[src/ucfd_pkg.sv]
// Shared widths and constants for the serial-to-CAN frame rebuilder.
// No dependencies; imported by uart_to_can_frame_deframer_unit.
package ucfd_pkg;

    localparam int unsigned MAX_PAYLOAD  = 8;
    localparam int unsigned BYTE_W       = 8;
    localparam int unsigned ID_W         = 11;
    localparam int unsigned LEN_W        = 4;
    localparam int unsigned PAYLOAD_W    = MAX_PAYLOAD * BYTE_W;
    localparam int unsigned OFFSET_W     = $clog2(MAX_PAYLOAD) > 0 ? $clog2(MAX_PAYLOAD) : 1;

    localparam logic [BYTE_W-1:0] MARKER_RESET = 8'h24;
    localparam logic [2:0]        ID_HIGH_MASK = 3'h7;

endpackage

[src/uart_to_can_frame_deframer_unit.sv]
// Top level: rebuilds standard CAN frames from a stream of serial bytes.
// Depends on ucfd_pkg for widths and constants.
//
//  channel   direction  handshake              payload
//  -------   ---------  ---------------------  ---------------------------------------
//  input     in         i_valid / o_ready      i_rx_byte
//  result    out        o_valid / i_ready      o_frame_id, o_frame_length, o_frame_payload
//  config    in         i_cfg_we (no wait)     i_cfg_data -> frame marker
//
//  One item per cycle sustained while the result is not stalled. The last byte of a frame
//  passes through the input register into the result register, which drives o_valid.
//  Reset (synchronous, active low) returns to the marker hunt and sets marker 0x24.
//  A stalled result blocks the frame state step; the input register still holds
//  one item, then o_ready drops until the result is taken.
module uart_to_can_frame_deframer_unit
    import ucfd_pkg::*;
(
    input  logic                 i_clk,
    input  logic                 i_rst_n,
    input  logic                 i_valid,
    output logic                 o_ready,
    input  logic [BYTE_W-1:0]    i_rx_byte,
    output logic                 o_valid,
    input  logic                 i_ready,
    output logic [ID_W-1:0]      o_frame_id,
    output logic [LEN_W-1:0]     o_frame_length,
    output logic [PAYLOAD_W-1:0] o_frame_payload,
    input  logic                 i_cfg_we,
    input  logic [BYTE_W-1:0]    i_cfg_data
);

    typedef enum logic [2:0] {
        PH_HUNT,
        PH_ID_HI,
        PH_ID_LO,
        PH_LEN,
        PH_DATA
    } t_phase;

    // configuration
    logic [BYTE_W-1:0]    r_marker;

    // input register
    logic                 r_in_valid;
    logic [BYTE_W-1:0]    r_in_byte;

    // frame state
    t_phase               r_phase,   n_phase;
    logic [ID_W-1:0]      r_id,      n_id;
    logic [LEN_W-1:0]     r_length,  n_length;
    logic [LEN_W-1:0]     r_taken,   n_taken;
    logic [PAYLOAD_W-1:0] r_payload, n_payload;

    // result register
    logic                 r_out_valid;
    logic [ID_W-1:0]      r_out_id;
    logic [LEN_W-1:0]     r_out_length;
    logic [PAYLOAD_W-1:0] r_out_payload;

    logic                 s_fire;
    logic                 s_emit;
    logic [LEN_W-1:0]     s_taken_inc;
    logic [PAYLOAD_W-1:0] s_payload_ins;

    // The state step runs when a byte is held and the result slot is free or draining.
    assign s_fire  = r_in_valid && (!r_out_valid || i_ready);
    assign o_ready = !r_in_valid || s_fire;

    assign s_taken_inc   = r_taken + LEN_W'(1);
    // Place the byte at its offset; offsets stay below MAX_PAYLOAD.
    assign s_payload_ins = r_payload
                         | (PAYLOAD_W'(r_in_byte) << {r_taken[OFFSET_W-1:0], 3'b000});

    always_comb begin
        n_phase   = r_phase;
        n_id      = r_id;
        n_length  = r_length;
        n_taken   = r_taken;
        n_payload = r_payload;
        s_emit    = 1'b0;
        unique case (r_phase)
            PH_ID_HI: begin
                n_id    = {r_in_byte[2:0] & ID_HIGH_MASK, 8'h00};
                n_phase = PH_ID_LO;
            end
            PH_ID_LO: begin
                n_id    = r_id | ID_W'(r_in_byte);
                n_phase = PH_LEN;
            end
            PH_LEN: begin
                // Drop frames with zero or oversized length.
                if (r_in_byte == '0 || r_in_byte > BYTE_W'(MAX_PAYLOAD)) begin
                    n_phase = PH_HUNT;
                end else begin
                    n_length  = r_in_byte[LEN_W-1:0];
                    n_taken   = '0;
                    n_payload = '0;
                    n_phase   = PH_DATA;
                end
            end
            PH_DATA: begin
                n_payload = s_payload_ins;
                n_taken   = s_taken_inc;
                if (s_taken_inc >= r_length) begin
                    s_emit  = 1'b1;
                    n_taken = '0;
                    n_phase = PH_HUNT;
                end
            end
            default: begin
                // Hunt; marker value inside a frame never reaches here.
                n_phase = (r_in_byte == r_marker) ? PH_ID_HI : PH_HUNT;
            end
        endcase
    end

    always_ff @(posedge i_clk) begin
        if (!i_rst_n) begin
            r_marker    <= MARKER_RESET;
            r_in_valid  <= 1'b0;
            r_phase     <= PH_HUNT;
            r_id        <= '0;
            r_length    <= '0;
            r_taken     <= '0;
            r_payload   <= '0;
            r_out_valid <= 1'b0;
        end else begin
            if (i_cfg_we) begin
                r_marker <= i_cfg_data;
            end

            // Load a new byte, or empty the input register once it is consumed.
            if (i_valid && o_ready) begin
                r_in_valid <= 1'b1;
                r_in_byte  <= i_rx_byte;
            end else if (s_fire) begin
                r_in_valid <= 1'b0;
            end

            if (s_fire) begin
                r_phase   <= n_phase;
                r_id      <= n_id;
                r_length  <= n_length;
                r_taken   <= n_taken;
                r_payload <= n_payload;
            end

            // Hold a result until taken; advance when a new frame completes.
            if (s_fire && s_emit) begin
                r_out_valid   <= 1'b1;
                r_out_id      <= r_id;
                r_out_length  <= r_length;
                r_out_payload <= s_payload_ins;
            end else if (i_ready) begin
                r_out_valid <= 1'b0;
            end
        end
    end

    assign o_valid         = r_out_valid;
    assign o_frame_id      = r_out_id;
    assign o_frame_length  = r_out_length;
    assign o_frame_payload = r_out_payload;

    // A delivered frame always carries a legal length.
    a_out_length: assert property (@(posedge i_clk) disable iff (!i_rst_n)
        o_valid |-> (o_frame_length != '0 && o_frame_length <= LEN_W'(MAX_PAYLOAD)))
        else $error("result length out of range");

    // While collecting payload, the count stays below the frame length.
    a_taken_bound: assert property (@(posedge i_clk) disable iff (!i_rst_n)
        r_phase == PH_DATA |-> (r_taken < r_length && r_length <= LEN_W'(MAX_PAYLOAD)))
        else $error("payload count beyond frame length");

    // A completed frame shows up at the output on the next edge.
    a_emit_shows: assert property (@(posedge i_clk) disable iff (!i_rst_n)
        (s_fire && s_emit) |=> o_valid)
        else $error("completed frame not presented");

    // A byte that could not be consumed stays in the input register.
    a_in_hold: assert property (@(posedge i_clk) disable iff (!i_rst_n)
        (r_in_valid && !s_fire) |=> (r_in_valid && $stable(r_in_byte)))
        else $error("held byte lost");

    // Frame state moves only when a byte is consumed.
    a_state_hold: assert property (@(posedge i_clk) disable iff (!i_rst_n)
        !s_fire |=> $stable(r_phase))
        else $error("phase changed without a byte");

endmodule

[config.mk]
export PLATFORM = sky130hd
export DESIGN_NAME = uart_to_can_frame_deframer_unit
export DESIGN_NICKNAME = d
export VERILOG_FILES = /design/src/ucfd_pkg.sv /design/src/uart_to_can_frame_deframer_unit.sv
export SDC_FILE = /design/constraint.sdc
export NUM_CORES = 1
export LEC_CHECK = 0
export BUFFER_PORTS_ARGS = -buffer_cell sky130_fd_sc_hd__buf_2
export CAP_MARGIN = 20
export CELL_PAD_IN_SITES_DETAIL_PLACEMENT = 0
export CELL_PAD_IN_SITES_GLOBAL_PLACEMENT = 1
export CORE_MARGIN = 8
export CORE_UTILIZATION = 40
export CTS_CLUSTER_DIAMETER = 40
export DETAILED_ROUTE_END_ITERATION = 8
export PLACE_DENSITY_LB_ADDON = 0.15
export RECOVER_POWER = 25
export REMOVE_ABC_BUFFERS = 1
export SLEW_MARGIN = 20
export SYNTH_ARGS = -nofsm -noshare
export SYNTH_HDL_FRONTEND = slang
export SYNTH_SLANG_ARGS = --single-unit
[constraint.sdc]
create_clock -name i_clk -period 8.1 [get_ports i_clk]
set_input_delay 1.62 -clock i_clk [delete_from_list [all_inputs] [get_ports i_clk]]
set_output_delay 1.62 -clock i_clk [all_outputs]
set_load 0.1 [all_outputs]
==> impl_metrics.prom <==
# TYPE chip_impl_metric gauge
chip_impl_metric{name="critical_path_data_required_time",unit="ns"} 8.16
chip_impl_metric{name="hold_slack",unit="ns"} 0.435
chip_impl_metric{name="grt_pass1_vias",unit=""} 4202
chip_impl_metric{name="postSynthRegisterBits",unit=""} 183
chip_impl_info{name="hold_class",value="reg2reg"} 1
chip_impl_metric{name="remaining_drc_errors",unit=""} 0
chip_impl_metric{name="gpl.final_weighted_congestion",unit=""} 0.775
chip_impl_metric{name="cts_sinks",unit=""} 183
chip_impl_metric{name="post_layout_cell_count",unit=""} 809
chip_impl_info{name="cp-start-kind",value="primary input"} 1
chip_impl_metric{name="yosysSeqAreaShare",unit="%"} 68.2
chip_impl_metric{name="slew_violations",unit=""} 0
chip_impl_metric{name="floorplan.initialDensity",unit="%"} 40.5
chip_impl_metric{name="antenna_cells",unit=""} 0
chip_impl_metric{name="die_width",unit="um"} 145
chip_impl_metric{name="cts_buffer_depth",unit=""} 2
chip_impl_metric{name="clock_skew",unit="ns"} 0.00726
chip_impl_metric{name="routed_wl",unit="mm"} 14.9
chip_impl_metric{name="dp.final_hpwl",unit="mm"} 8.95
chip_impl_metric{name="detail-route-antenna-nets",unit=""} 0
chip_impl_metric{name="drv_cap",unit=""} 0
chip_impl_metric{name="cts_hold_buf",unit=""} 0
chip_impl_metric{name="die_h",unit="um"} 145
chip_impl_metric{name="gr-usage-all-layers",unit="%"} 14.7
chip_impl_metric{name="clock_latency",unit="ns"} 0.42
chip_impl_metric{name="leak",unit="nW"} 3.40
chip_impl_info{name="type_of_the_worst_setup_path",value="in2reg"} 1
chip_impl_metric{name="synth_warnings",unit=""} 0
chip_impl_metric{name="multi_input_area",unit="sq um"} 1940
chip_impl_metric{name="vias",unit=""} 4212
chip_impl_metric{name="num_io_pins",unit=""} 102
chip_impl_metric{name="detail_route.vias_per_cell",unit=""} 5.21
chip_impl_info{name="setup.worst_path.end_class",value="flop"} 1
chip_impl_metric{name="htree_levels",unit=""} 4
chip_impl_metric{name="dr.first_iter.drc_count",unit=""} 305
chip_impl_metric{name="row_count",unit=""} 47
chip_impl_metric{name="synthesis.area_per_instance",unit="sq um"} 13.7
chip_impl_info{name="synth.area.top_cells",value="sky130_fd_sc_hd__edfxtp_1, sky130_fd_sc_hd__dfxtp_1, sky130_fd_sc_hd__a22o_1"} 1
chip_impl_info{name="largest_area_contributor_in_the_netlist",value="sky130_fd_sc_hd__edfxtp_1"} 1
chip_impl_metric{name="register_area",unit="sq um"} 4530
chip_impl_metric{name="power.ir.vdd_worst",unit="mV"} 0.157
chip_impl_metric{name="crit_path_max_fanout",unit=""} 67
chip_impl_metric{name="postCtsResizedCells",unit=""} 0
chip_impl_metric{name="post_synth_instance_area",unit="sq um"} 6650
chip_impl_metric{name="fillers",unit=""} 1461
chip_impl_metric{name="core",unit="sq um"} 16400
chip_impl_metric{name="dp_cells",unit=""} 776
chip_impl_info{name="clock_root_cell",value="sky130_fd_sc_hd__clkbuf_16"} 1
chip_impl_metric{name="timing.final.crit_share",unit="%"} 58.2
chip_impl_metric{name="die-area",unit="sq um"} 21000
chip_impl_metric{name="remaining_max_slew_budget_at_the_tightest_pin",unit="%"} 25.6
chip_impl_info{name="cts_tree",value="yes"} 1
chip_impl_metric{name="final_layout_size_suffix_gt1_share",unit="%"} 23.6
chip_impl_metric{name="tightest_slew",unit="ns"} 1.12
chip_impl_info{name="rsz_0062_raised_after_global_routing",value="false"} 1
chip_impl_metric{name="setup_tns",unit="ns"} 0
chip_impl_metric{name="grt-ovfl-total",unit=""} 0
chip_impl_metric{name="netlist_instances",unit=""} 486
chip_impl_metric{name="synth_top_area_share",unit="%"} 39.3
chip_impl_metric{name="finalHoldViolations",unit=""} 0
chip_impl_metric{name="port_buffer_count",unit=""} 101
chip_impl_metric{name="grt_start_max_net_pins",unit=""} 69
chip_impl_metric{name="fmax",unit="MHz"} 212
chip_impl_metric{name="drt_pass1_iterations",unit=""} 4
chip_impl_metric{name="power.density_cell_area",unit="nW/um^2"} 231
chip_impl_metric{name="timing.critical_path.arrival",unit="ns"} 4.77
chip_impl_metric{name="post_drt_wl_per_cell",unit="um"} 18.4
chip_impl_metric{name="final-setup-viol-count",unit=""} 0
chip_impl_metric{name="post_synth_num_cell_types",unit=""} 41
chip_impl_metric{name="clk_pin_slew_worst_paths",unit="ns"} 0.07
chip_impl_metric{name="cts_buffers",unit=""} 17
chip_impl_info{name="outcome",value="complete, no violations"} 1
chip_impl_metric{name="grt_pass1_wl",unit="mm"} 23.2
chip_impl_metric{name="final_nets",unit=""} 602
chip_impl_metric{name="antenna_found_initial",unit=""} 0
chip_impl_metric{name="cts_setup_buffers",unit=""} 0
chip_impl_metric{name="layout-area-overhead-vs-synth",unit="%"} 18.9
chip_impl_metric{name="final_period_minus_worst_setup_slack",unit="ns"} 4.71
==> cell type report <==
type / count / share of cell area [%]
Tap cell: 220 / 3.48
Sequential cell: 183 / 57.4
Clock inverter: 15 / 1.93
Clock buffer: 17 / 5.39
Timing Repair Buffer: 105 / 7.00
Multi-Input combinational cell: 264 / 24.6
Inverter: 5 / 0.238
==> critical path, cell delays in order <==
cell and delay (ns):
sky130_fd_sc_hd__clkbuf_1 0.80, sky130_fd_sc_hd__and3_2 0.35, sky130_fd_sc_hd__buf_4 0.58, sky130_fd_sc_hd__nor2b_4 0.65, sky130_fd_sc_hd__buf_16 0.23, sky130_fd_sc_hd__buf_4 0.46
==> per-stage QoR <==
stage / util (%) / worst slack, ns / power [mW] / area (sq um)
floorplan: - / 0.777 / 1.01 / 6480
global placement: 44.5 / 3.29 / 1.03 / 7300
detailed placement: 44.5 / 3.16 / 1.03 / 7300
CTS: 48.0 / 3.60 / 1.84 / 7870
global route: 48.1 / 3.12 / 1.88 / 7900
finish: 48.1 / 3.39 / 1.82 / 7900
==> sequential cells by signal, summed over array words and instances (netlist names) <==
name / flops
o_valid: 1
r_marker: 8
r_id: 11
r_taken: 4
r_phase: 3
r_in_valid: 1
o_frame_id: 11
r_payload: 64
o_frame_length: 4
r_length: 4
o_frame_payload: 64
r_in_byte: 8
==> cells by family after synthesis <==
| logic type | share of synthesized area, % |
|---|---|
| AOI/OAI and AO/OA | 19.1 |
| xor gates and xnor gates | 1.32 |
| adders and majority gates | 0.941 |
| buffers and inverters | 2.71 |
| DFF | 68.2 |
| muxes | 1.36 |
| and+or+nand+nor | 6.36 |
==> cell usage after synthesis (all sizes together) <==
| library cell | number |
|---|---|
| dfxtp | 96 |
| edfxtp | 87 |
| a21o | 64 |
| a22o | 64 |
| clkbuf | 22 |
| nand2 | 22 |
| buf | 12 |
| nor2b | 12 |
| a21oi | 11 |
| nor2 | 11 |
| xor2 | 10 |
| mux2i | 9 |
| nand3 | 7 |
| a21boi | 6 |
| nor3 | 6 |
| nor3b | 6 |
| o21ai | 6 |
| ha | 5 |
| inv | 5 |
| and3 | 4 |
| and2 | 2 |
| nand2b | 2 |
| nor4 | 2 |
| a31oi | 1 |
| a32o | 1 |
| a41oi | 1 |
| and4 | 1 |
| nand4 | 1 |
| nor4bb | 1 |
| o2111ai | 1 |
| o211a | 1 |
| o21bai | 1 |
| o22ai | 1 |
| o2bb2ai | 1 |
| o31ai | 1 |
| or3b | 1 |
| or4 | 1 |
| or4b | 1 |
==> routing by layer <==
metal  global-route usage [%]  share of wire [%]  wire (um)
met5                        0                  0          0
met4                     5.09                1.5        218
met3                     3.84                5.7        853
met2                     22.4                 46       6860
met1                     19.8                 47       7000
==> cells in the final DEF, fill, tap and decap left out, types with 2 or more instances in the layout <==
cell,count
sky130_fd_sc_hd__buf_2,99
sky130_fd_sc_hd__a21boi_0,6
sky130_fd_sc_hd__a22o_1,64
sky130_fd_sc_hd__dfxtp_1,96
sky130_fd_sc_hd__o21ai_0,4
sky130_fd_sc_hd__nor2b_1,11
sky130_fd_sc_hd__a21oi_1,11
sky130_fd_sc_hd__a21o_1,64
sky130_fd_sc_hd__bufinv_16,2
sky130_fd_sc_hd__nor4_1,2
sky130_fd_sc_hd__nor2_1,11
sky130_fd_sc_hd__clkbuf_16,17
sky130_fd_sc_hd__nand3_1,7
sky130_fd_sc_hd__buf_4,3
sky130_fd_sc_hd__inv_1,5
sky130_fd_sc_hd__inv_6,2
sky130_fd_sc_hd__mux2i_1,9
sky130_fd_sc_hd__nor3_1,6
sky130_fd_sc_hd__clkinv_1,2
sky130_fd_sc_hd__edfxtp_1,87
sky130_fd_sc_hd__xor2_1,10
sky130_fd_sc_hd__clkinv_2,2
sky130_fd_sc_hd__and3_1,3
sky130_fd_sc_hd__clkbuf_1,2
sky130_fd_sc_hd__ha_1,5
sky130_fd_sc_hd__and2_1,2
sky130_fd_sc_hd__nor3b_1,6
sky130_fd_sc_hd__nand2b_1,2
sky130_fd_sc_hd__nand2_1,22
sky130_fd_sc_hd__clkinvlp_4,5
==> path summary, 6_finish.rpt <==
path                                  from            end  slack [ns]  depth (start not counted)
worst max register to register  r_phase[2]  o_frame_id[2]        4.56                          6
worst min-delay path               r_id[8]  o_frame_id[8]        0.44                          0
worst min register to register     r_id[8]  o_frame_id[8]        0.44                          0
worst max-delay path               i_rst_n  o_frame_id[2]        3.39                          6
==> report_power, final <==
part,total (mW),internal [mW],switching [mW]
Combinational,0.0333,0.0136,0.0197
Clock,0.809,0.455,0.354
Sequential,0.980,0.967,0.0130
Note: power is estimated with default switching activity, not from simulation.
